--- config.mk ---
export PLATFORM = sky130hd
export DESIGN_NAME = pid_motor_speed_controller_core
export DESIGN_NICKNAME = d
export VERILOG_FILES = /design/src/rtl/pmsc_pkg.sv /design/src/rtl/pid_motor_speed_controller_core.sv /design/src/rtl/pmsc_mac.sv
export SDC_FILE = /design/constraint.sdc
export NUM_CORES = 2
export LEC_CHECK = 0
export BUFFER_PORTS_ARGS = -buffer_cell sky130_fd_sc_hd__buf_4
export CAP_MARGIN = 20
export CORE_MARGIN = 2
export CORE_UTILIZATION = 55
export DETAILED_ROUTE_END_ITERATION = 8
export GPL_ROUTABILITY_DRIVEN = 0
export PLACE_DENSITY = 0.73
export SYNTH_ARGS = -nofsm -noshare
export SYNTH_HDL_FRONTEND = slang
export SYNTH_SLANG_ARGS = --single-unit
--- constraint.sdc ---
create_clock -name clk -period 11.61 [get_ports clk]
set_input_delay 1.161 -clock clk [delete_from_list [all_inputs] [get_ports clk]]
set_output_delay 1.161 -clock clk [all_outputs]
set_load 0.01 [all_outputs]
--- src/rtl/pmsc_pkg.sv ---
// Package: widths, reset values, register indexes and shared types of the PID speed controller.
package pmsc_pkg;

  localparam int INTEGRAL_WIDTH_DEF = 40;
  localparam int GAIN_FRAC_BITS_DEF = 16;

  localparam int FREQ_W    = 24;
  localparam int GAIN_W    = 24;
  localparam int OFFSET_W  = 16;
  localparam int CMD_W     = 16;
  localparam int CFG_W     = 24;
  localparam int CFG_IDX_W = 3;
  localparam int ERR_W     = FREQ_W + 1;
  localparam int DIFF_W    = FREQ_W + 2;
  localparam int CHUNK_W   = 32;
  localparam int ACC_HEAD_W = 2 * GAIN_W;

  localparam logic signed [GAIN_W-1:0]   PLANT_SCALE_RST = 24'sd1444141;
  localparam logic signed [OFFSET_W-1:0] OFFSET_RST      = 16'sd737;

  typedef enum logic [CFG_IDX_W-1:0] {
    CFG_GAIN_P      = 3'd0,
    CFG_GAIN_I      = 3'd1,
    CFG_GAIN_D      = 3'd2,
    CFG_TARGET      = 3'd3,
    CFG_PLANT_SCALE = 3'd4,
    CFG_OFFSET      = 3'd5
  } cfg_reg_t;

  typedef struct packed {
    logic en;
    logic clr;
    logic top;
  } mac_ctrl_t;

endpackage

--- src/rtl/pid_motor_speed_controller_core.sv ---
// PID speed controller core: one measured frequency sample in, one saturated motor command out.
// Each transaction forms the error against the target frequency, updates the saturating
// integral and the derivative, then evaluates Km*(Kp*e + Ki*I + Kd*D) + offset exactly and
// rounds half away from zero to a 16-bit signed command; out_saturated flags integral or
// command clipping. One 24x33-bit multiply-accumulate unit does all four products, one
// 32-bit operand chunk per cycle, under a small sequencer that steps through the integral
// update, the P, I and D products, the operand load, the plant scale product and rounding.
// The next sample is accepted once the result is moved to the output register. The result
// sits in an output register, so a stalled result does not block the next sample unless it
// is still unclaimed when the following result is ready. The user must write configuration
// only while no transaction is pending; the block itself does not enforce this.
module pid_motor_speed_controller_core #(
  parameter int INTEGRAL_WIDTH = pmsc_pkg::INTEGRAL_WIDTH_DEF,
  parameter int GAIN_FRAC_BITS = pmsc_pkg::GAIN_FRAC_BITS_DEF
) (
  input  logic                                 clk,
  input  logic                                 rst_n,
  input  logic                                 cfg_we,
  input  logic [pmsc_pkg::CFG_IDX_W-1:0]       cfg_index,
  input  logic [pmsc_pkg::CFG_W-1:0]           cfg_data,
  input  logic                                 in_valid,
  output logic                                 in_stall,
  input  logic [pmsc_pkg::FREQ_W-1:0]          in_measured_frequency,
  output logic                                 out_valid,
  input  logic                                 out_stall,
  output logic signed [pmsc_pkg::CMD_W-1:0]    out_motor_command,
  output logic                                 out_saturated
);
  import pmsc_pkg::*;

  localparam int IW    = INTEGRAL_WIDTH;
  localparam int S_W   = IW + GAIN_W;
  localparam int V_W   = IW + ACC_HEAD_W;
  localparam int SH    = 2 * GAIN_FRAC_BITS + 8;
  localparam int NE    = (ERR_W + CHUNK_W - 1) / CHUNK_W;
  localparam int NI    = (IW + CHUNK_W - 1) / CHUNK_W;
  localparam int ND    = (DIFF_W + CHUNK_W - 1) / CHUNK_W;
  localparam int NS    = (S_W + CHUNK_W - 1) / CHUNK_W;
  localparam int OP_W  = NS * CHUNK_W;
  localparam int CNT_W = $clog2(NS + 1);

  localparam logic signed [V_W-1:0] HALF    = {{(V_W-1){1'b0}}, 1'b1} << (SH - 1);
  localparam logic signed [V_W-1:0] HALF_M1 = HALF - {{(V_W-1){1'b0}}, 1'b1};
  localparam logic signed [V_W-1:0] CMD_MAX = V_W'(32767);
  localparam logic signed [V_W-1:0] CMD_MIN = -V_W'(32768);
  localparam logic signed [IW-1:0]  I_MAX   = {1'b0, {(IW-1){1'b1}}};
  localparam logic signed [IW-1:0]  I_MIN   = {1'b1, {(IW-1){1'b0}}};

  typedef enum logic [2:0] {
    ST_IDLE,
    ST_INTEG,
    ST_MUL,
    ST_ACC,
    ST_LDS,
    ST_ROUND
  } state_t;

  typedef enum logic [1:0] {
    TERM_P,
    TERM_I,
    TERM_D,
    TERM_S
  } term_t;

  // configuration
  logic signed [GAIN_W-1:0]   gain_p_r;
  logic signed [GAIN_W-1:0]   gain_i_r;
  logic signed [GAIN_W-1:0]   gain_d_r;
  logic [FREQ_W-1:0]          target_r;
  logic signed [GAIN_W-1:0]   plant_scale_r;
  logic signed [OFFSET_W-1:0] offset_r;

  // control
  state_t                     state_r;
  term_t                      tsel_r;
  logic [CNT_W-1:0]           cnt_r;
  logic                       first_r;
  logic                       sat_r;
  logic                       out_valid_r;
  logic signed [CMD_W-1:0]    out_cmd_r;
  logic                       out_sat_r;

  // datapath
  logic signed [ERR_W-1:0]    e_r;
  logic signed [IW-1:0]       integ_r;
  logic signed [DIFF_W-1:0]   prev_r;
  logic signed [DIFF_W-1:0]   d_r;
  logic signed [S_W-1:0]      s_r;
  logic signed [V_W-1:0]      v_r;
  logic [OP_W-1:0]            op_r;

  logic signed [ERR_W-1:0]    e_new;
  logic signed [IW:0]         isum;
  logic                       iovf;
  logic signed [IW-1:0]       integ_nxt;
  logic [OP_W-1:0]            op_e;
  logic signed [GAIN_W-1:0]   mac_gain;
  mac_ctrl_t                  mac_ctrl;
  logic signed [V_W-1:0]      acc;
  logic signed [V_W-1:0]      rsum;
  logic signed [V_W-1:0]      rq;
  logic                       cmd_hi;
  logic                       cmd_lo;
  logic signed [CMD_W-1:0]    cmd_sat;
  logic                       out_free;

  assign e_new = $signed({1'b0, target_r}) - $signed({1'b0, in_measured_frequency});

  assign isum      = (IW+1)'(integ_r) + (IW+1)'(e_r);
  assign iovf      = isum[IW] != isum[IW-1];
  assign integ_nxt = iovf ? (isum[IW] ? I_MIN : I_MAX) : isum[IW-1:0];

  // operands placed so their top chunk sits at the top of the shift register
  assign op_e = OP_W'(e_r) << (OP_W - NE * CHUNK_W);

  always_comb begin
    unique case (tsel_r)
      TERM_P:  mac_gain = gain_p_r;
      TERM_I:  mac_gain = gain_i_r;
      TERM_D:  mac_gain = gain_d_r;
      TERM_S:  mac_gain = plant_scale_r;
      default: mac_gain = plant_scale_r;
    endcase
  end

  assign mac_ctrl.en  = state_r == ST_MUL;
  assign mac_ctrl.clr = first_r;
  assign mac_ctrl.top = first_r;

  pmsc_mac #(
    .ACC_W (V_W)
  ) u_mac (
    .clk   (clk),
    .ctrl  (mac_ctrl),
    .gain  (mac_gain),
    .chunk (op_r[OP_W-1 -: CHUNK_W]),
    .acc   (acc)
  );

  // round half away from zero: bias by half, less one for negative values, then shift
  assign rsum    = v_r + (v_r[V_W-1] ? HALF_M1 : HALF);
  assign rq      = rsum >>> SH;
  assign cmd_hi  = rq > CMD_MAX;
  assign cmd_lo  = rq < CMD_MIN;
  assign cmd_sat = cmd_hi ? CMD_W'(CMD_MAX) : (cmd_lo ? CMD_W'(CMD_MIN) : CMD_W'(rq));
  assign out_free = !out_valid_r || !out_stall;

  always_ff @(posedge clk) begin
    if (!rst_n) begin
      gain_p_r      <= '0;
      gain_i_r      <= '0;
      gain_d_r      <= '0;
      target_r      <= '0;
      plant_scale_r <= PLANT_SCALE_RST;
      offset_r      <= OFFSET_RST;
    end else if (cfg_we) begin
      unique case (cfg_reg_t'(cfg_index))
        CFG_GAIN_P:      gain_p_r      <= $signed(cfg_data);
        CFG_GAIN_I:      gain_i_r      <= $signed(cfg_data);
        CFG_GAIN_D:      gain_d_r      <= $signed(cfg_data);
        CFG_TARGET:      target_r      <= cfg_data;
        CFG_PLANT_SCALE: plant_scale_r <= $signed(cfg_data);
        CFG_OFFSET:      offset_r      <= $signed(cfg_data[OFFSET_W-1:0]);
        default: ;
      endcase
    end
  end

  always_ff @(posedge clk) begin
    if (!rst_n) begin
      integ_r <= '0;
      prev_r  <= '0;
    end else if (state_r == ST_INTEG) begin
      integ_r <= integ_nxt;
      prev_r  <= DIFF_W'(e_r);
    end
  end

  always_ff @(posedge clk) begin
    unique case (state_r)
      ST_IDLE: begin
        e_r <= e_new;
      end
      ST_INTEG: begin
        d_r  <= DIFF_W'(e_r) - prev_r;
        s_r  <= '0;
        op_r <= op_e;
      end
      ST_MUL: begin
        op_r <= op_r << CHUNK_W;
      end
      ST_ACC: begin
        unique case (tsel_r)
          TERM_P: begin
            s_r  <= s_r + S_W'(acc);
            op_r <= OP_W'(integ_r) << (OP_W - NI * CHUNK_W);
          end
          TERM_I: begin
            s_r  <= s_r + S_W'(acc);
            op_r <= OP_W'(d_r) << (OP_W - ND * CHUNK_W);
          end
          TERM_D: begin
            s_r  <= s_r + S_W'(acc);
          end
          TERM_S: begin
            v_r  <= acc + (V_W'(offset_r) <<< SH);
          end
          default: ;
        endcase
      end
      ST_LDS: begin
        op_r <= OP_W'(s_r) << (OP_W - NS * CHUNK_W);
      end
      ST_ROUND: ;
      default: ;
    endcase
  end

  always_ff @(posedge clk) begin
    if (!rst_n) begin
      state_r     <= ST_IDLE;
      tsel_r      <= TERM_P;
      cnt_r       <= '0;
      first_r     <= 1'b0;
      sat_r       <= 1'b0;
      out_valid_r <= 1'b0;
      out_cmd_r   <= '0;
      out_sat_r   <= 1'b0;
    end else begin
      if (state_r == ST_ROUND && out_free) begin
        out_valid_r <= 1'b1;
      end else if (out_valid_r && !out_stall) begin
        out_valid_r <= 1'b0;
      end
      unique case (state_r)
        ST_IDLE: begin
          if (in_valid) begin
            state_r <= ST_INTEG;
          end
        end
        ST_INTEG: begin
          sat_r   <= iovf;
          tsel_r  <= TERM_P;
          cnt_r   <= CNT_W'(NE);
          first_r <= 1'b1;
          state_r <= ST_MUL;
        end
        ST_MUL: begin
          first_r <= 1'b0;
          cnt_r   <= cnt_r - 1'b1;
          if (cnt_r == CNT_W'(1)) begin
            state_r <= ST_ACC;
          end
        end
        ST_ACC: begin
          unique case (tsel_r)
            TERM_P: begin
              tsel_r  <= TERM_I;
              cnt_r   <= CNT_W'(NI);
              first_r <= 1'b1;
              state_r <= ST_MUL;
            end
            TERM_I: begin
              tsel_r  <= TERM_D;
              cnt_r   <= CNT_W'(ND);
              first_r <= 1'b1;
              state_r <= ST_MUL;
            end
            TERM_D:  state_r <= ST_LDS;
            TERM_S:  state_r <= ST_ROUND;
            default: state_r <= ST_ROUND;
          endcase
        end
        ST_LDS: begin
          tsel_r  <= TERM_S;
          cnt_r   <= CNT_W'(NS);
          first_r <= 1'b1;
          state_r <= ST_MUL;
        end
        ST_ROUND: begin
          if (out_free) begin
            out_cmd_r   <= cmd_sat;
            out_sat_r   <= sat_r | cmd_hi | cmd_lo;
            state_r     <= ST_IDLE;
          end
        end
        default: state_r <= ST_IDLE;
      endcase
    end
  end

  assign in_stall          = state_r != ST_IDLE;
  assign out_valid         = out_valid_r;
  assign out_motor_command = out_cmd_r;
  assign out_saturated     = out_sat_r;

  a_accept_starts: assert property (@(posedge clk) disable iff (!rst_n)
    (in_valid && !in_stall) |=> (state_r == ST_INTEG))
    else $error("accepted transaction did not start the integral update");

  a_mul_count: assert property (@(posedge clk) disable iff (!rst_n)
    (state_r == ST_MUL) |-> (cnt_r != '0))
    else $error("multiply step with an empty chunk count");

  a_scale_after_load: assert property (@(posedge clk) disable iff (!rst_n)
    (state_r == ST_LDS) |=> (state_r == ST_MUL && tsel_r == TERM_S && first_r))
    else $error("plant scale product did not follow the operand load");

  a_result_held: assert property (@(posedge clk) disable iff (!rst_n)
    (state_r == ST_ROUND && out_valid_r && out_stall)
      |=> (out_valid_r && $stable(out_cmd_r) && state_r == ST_ROUND))
    else $error("pending result overwritten");

endmodule

--- src/rtl/pmsc_mac.sv ---
// Shared signed multiply-accumulate unit: gain times one operand chunk, Horner accumulation.
module pmsc_mac #(
  parameter int ACC_W = pmsc_pkg::INTEGRAL_WIDTH_DEF + pmsc_pkg::ACC_HEAD_W
) (
  input  logic                              clk,
  input  pmsc_pkg::mac_ctrl_t               ctrl,
  input  logic signed [pmsc_pkg::GAIN_W-1:0] gain,
  input  logic [pmsc_pkg::CHUNK_W-1:0]      chunk,
  output logic signed [ACC_W-1:0]           acc
);
  import pmsc_pkg::*;

  logic signed [CHUNK_W:0]        opnd;
  logic signed [GAIN_W+CHUNK_W:0] prod;
  logic signed [ACC_W-1:0]        acc_base;
  logic signed [ACC_W-1:0]        acc_nxt;
  logic signed [ACC_W-1:0]        acc_r;

  // top chunk carries the operand sign, lower chunks are unsigned
  assign opnd     = {ctrl.top & chunk[CHUNK_W-1], chunk};
  assign prod     = gain * opnd;
  assign acc_base = ctrl.clr ? '0 : (acc_r <<< CHUNK_W);
  assign acc_nxt  = acc_base + ACC_W'(prod);
  assign acc      = acc_r;

  always_ff @(posedge clk) begin
    if (ctrl.en) begin
      acc_r <= acc_nxt;
    end
  end

endmodule
==> summary.txt <==
Run status
  – Outcome: complete, no violations

Synthesis
  – Syn Nets: between 8000 and 9000
  – Mean Syn Cell Area: around 9.4 µm²
  – Unique cell type count in the Yosys netlist: 83
  – Sequential-to-total area share from yosys stat: a little under a quarter
  – Synth top area cells: fa_1, edfxtp_1, ha_1
  – Ys flop type: edfxtp_1
  – Asr flop ratio synth: 0%
  – Yosys reg bits: about 580
  – Largest area contributor in the netlist: fa_1
  – Cells after Synth: 7197
  – Post-synth EDFFs: between 300 and 400
  – Ys Warns: 0
  – Share of the synthesized area in the top cell type: between 20% and 30%
  – Mapped Area: approximately 68000 µm²

Die
  – Num ports: 75
  – Effective utilization at floorplan: ~55%
  – Site Rows: between 100 and 150
  – Die Ht: roughly 350 µm
  – Die W: between 300 and 400 µm
  – Core Area: approximately 120000 µm²
  – Full die area: 125600 µm²

Routing
  – Mean routed wirelength per cell: between 20 and 25 µm
  – DRT Wirelength: approximately 180000 µm
  – DRT iter0 DRCs: between 4000 and 5000
  – Drt drc: 0
  – Routed Antenna Nets: 0
  – Via count: between 50000 and 60000
  – Via/cell ratio: 5.845
  – First-pass detailed-route iteration total: 8

Worst setup path
  – Critical Path RT: between 10 and 15 ns
  – Arrival @ worst endpoint: roughly 11 ns
  – Crit path top cell by count: fa_1
  – WS Path Type: reg -> reg
  – Crit path capture type: flip-flop
  – Slowest cell on crit path: mux4_2
  – CP max stage delay: ~0.86 ns
  – Nature of the critical path startpoint: flip-flop
  – Crit-path max FO: 33

CTS
  – Clock buffer depth: 3
  – H-tree lvl count: 2
  – Clock buffer count from CTS: 55
  – CTS sink cnt: between 500 and 600
  – CTS tree: done
  – Post-CTS Hold Fix Bufs: 0
  – Post-CTS setup buffer count: 0
  – Post-CTS Resized: 0
  – Clk slew on worst S/H paths: 0.07 ns
  – Clock latency on the worst-skew pair: 0.65 ns
  – Root Buffer: clkbuf_16

Timing
  – # setup viols final: 0
  – Fin. Hold Viols: 0
  – Tmin final: 10.54 ns
  – Slew Limit Fails: 0
  – Setup_tns: 0 ns
  – Slew @ Worst Pin: 1.156 ns
  – Relative slew margins: around 23%
  – Clock Skew: 0.02932 ns
  – Final Cycle Share: 90.80%
  – Unrepaired setup endpoints after global routing: no
  – Max Fclk: roughly 95 MHz

Place
  – Cell Area, Placed: about 69000 µm²
  – Post-DP HPWL: between 100000 and 150000 µm
  – Port Buf Inserts: 74

Worst hold path
  – HP Class: reg -> reg

Global route
  – Initial antenna violation count: 1
  – First-pass GRT wire length: between 200000 and 300000 µm
  – Largest net degree at the start of global routing: approximately 100
  – Vias in the first global route: between 50000 and 60000
  – GR Overflow Total: 0
  – Tot GR Track Use: between 20 and 30%

Power and ir drop
  – Pleak: around 33 nW
  – Peak supply drop: around 140 µV
  – Total chip power: a little under 9 mW
  – PwrDens: about 120 nW/µm²

Finish
  – Final Core Density: ~59%
  – Layout cells sized above 1: between 4 and 5%
  – # nets final: approximately 8500
  – Final instance area: about 71000 µm²
  – Area growth syn-to-layout: 5.825%

Flow run
  – Total of max-cap violations: 0
-- state kept, by name (all words and copies together), names as in the netlist, 2 cells and up --
signal / count
u_mac.acc: 88
integ_r: 40
plant_scale_r: 24
tsel_r: 2
offset_r: 16
target_r: 24
v_r: 88
op_r: 64
out_motor_command: 16
state_r: 3
d_r: 26
gain_d_r: 24
gain_i_r: 24
s_r: 64
cnt_r: 2
e_r: 25
gain_p_r: 24
prev_r: 25
-- worst max-delay path: cells and delay by family, from the launching register on --
kind,cells,cell delay [ns]
adder cells (fa/ha/maj),8,3.85
AO/OA/AOI/OAI,12,3.52
multiplexers,1,0.86
buffers and inverters,8,0.82
flip-flops,1,0.71
AND/OR/NAND/NOR,2,0.44
-- per-stage QoR --
stage / worst slack (ns) / std cells / hold slack, ns
2_1_floorplan: 1.263 / 7197 / 0.4353
3_3_place_gp: 1.092 / 8641 / 0.4456
3_5_place_dp: 1.002 / 8642 / 0.4555
4_1_cts: 0.9527 / 8745 / 0.4655
5_1_grt: 0.5314 / 8750 / 0.4888
6_report: 1.068 / 8753 / 0.4664
-- routing by layer --
metal  wire length (µm)  global-route usage [%]  share of wire [%]
met1              76520                   41.11                 42
met2              83440                   47.15                 45
met3              15930                   4.915                8.7
met4               8243                   11.71                4.5
met5                 20                       0              0.011
-- placed cells by master, fill, tap and decap left out, types with 21 or more instances in the layout --
cell type and n:
inv_1 1160, fa_1 967, nand2_1 866, and2_1 422, ha_1 416, edfxtp_1 355
a21oi_1 330, nor2_1 290, dfxtp_1 226, o21ai_0 223, xnor2_1 175, a21o_1 167
a21boi_0 167, buf_4 129, nor2b_1 113, nand3_1 104, xor2_1 99, clkbuf_16 63
nor3_1 60, nand2b_1 59, nand4_1 56, o21bai_1 52, o21a_1 50, and3_1 44
a22o_1 32, a211oi_1 31, a31oi_1 29, or3_1 29, maj3_1 28, mux4_2 23
o211ai_1 21
-- worst paths after layout --
check | startpoint | endpoint | slack, ns | cells after the start
max | tsel_r[0] | u_mac.acc[86] | 1.07 | 31
min | prev_r[16] | prev_r[16] | 0.47 | 2
max reg2reg | tsel_r[0] | u_mac.acc[86] | 1.07 | 31
min reg2reg | prev_r[16] | prev_r[16] | 0.47 | 2
-- cells in the mapped netlist (all sizes together), types with 13 or more instances --
master and count:
nor3 63, fa 968, a21oi 334, o21bai 52, xnor2 176, and2 423
o32ai 16, a211oi 32, inv 1162, ha 416, o21ai 227, nor2b 114
a22o 32, nand2b 59, a21boi 167, clkbuf 293, mux4 23, xor2 99
maj3 28, or2 20, a21o 167, a31oi 30, dfxtp 228, nand2 867
nand3 105, and3 44, o211ai 21, or3 29, o21a 50, buf 17
a222oi 17, nand4 56, nor2 290, edfxtp 355, a22oi 14, o31a 13
-- report_power, final --
part,leakage (nW),switching (mW),internal (mW)
clock,0.947,0.849,1.06
sequential,5.19,0.433,2.54
combinational,26.4,2.34,1.52
total,32.5,3.62,5.12
-- logic make-up after synthesis --
kind of cell    count (synthesis)  synth area share (%)
mux                            30                0.8761
compound gates               1308                 12.89
simple gates                 2117                 15.13
buf+inv                      1472                 8.200
fa+ha+maj                    1412                 36.81
flops                         583                 22.54
xor+xnor                      275                 3.566
-- layout make-up --
cell class / instances / area [µm²]
Fill cell: 10240 / 50390
Multi-Input combinational cell: 5142 / 46860
Clock inverter: 22 / 168.9
Sequential cell: 583 / 15230
Tap cell: 1625 / 2033
Inverter: 1162 / 4365
Timing Repair Buffer: 135 / 1096
Clock buffer: 81 / 1724
Antenna cell: 3 / 7.507
Power figures use the tool's default switching activity.
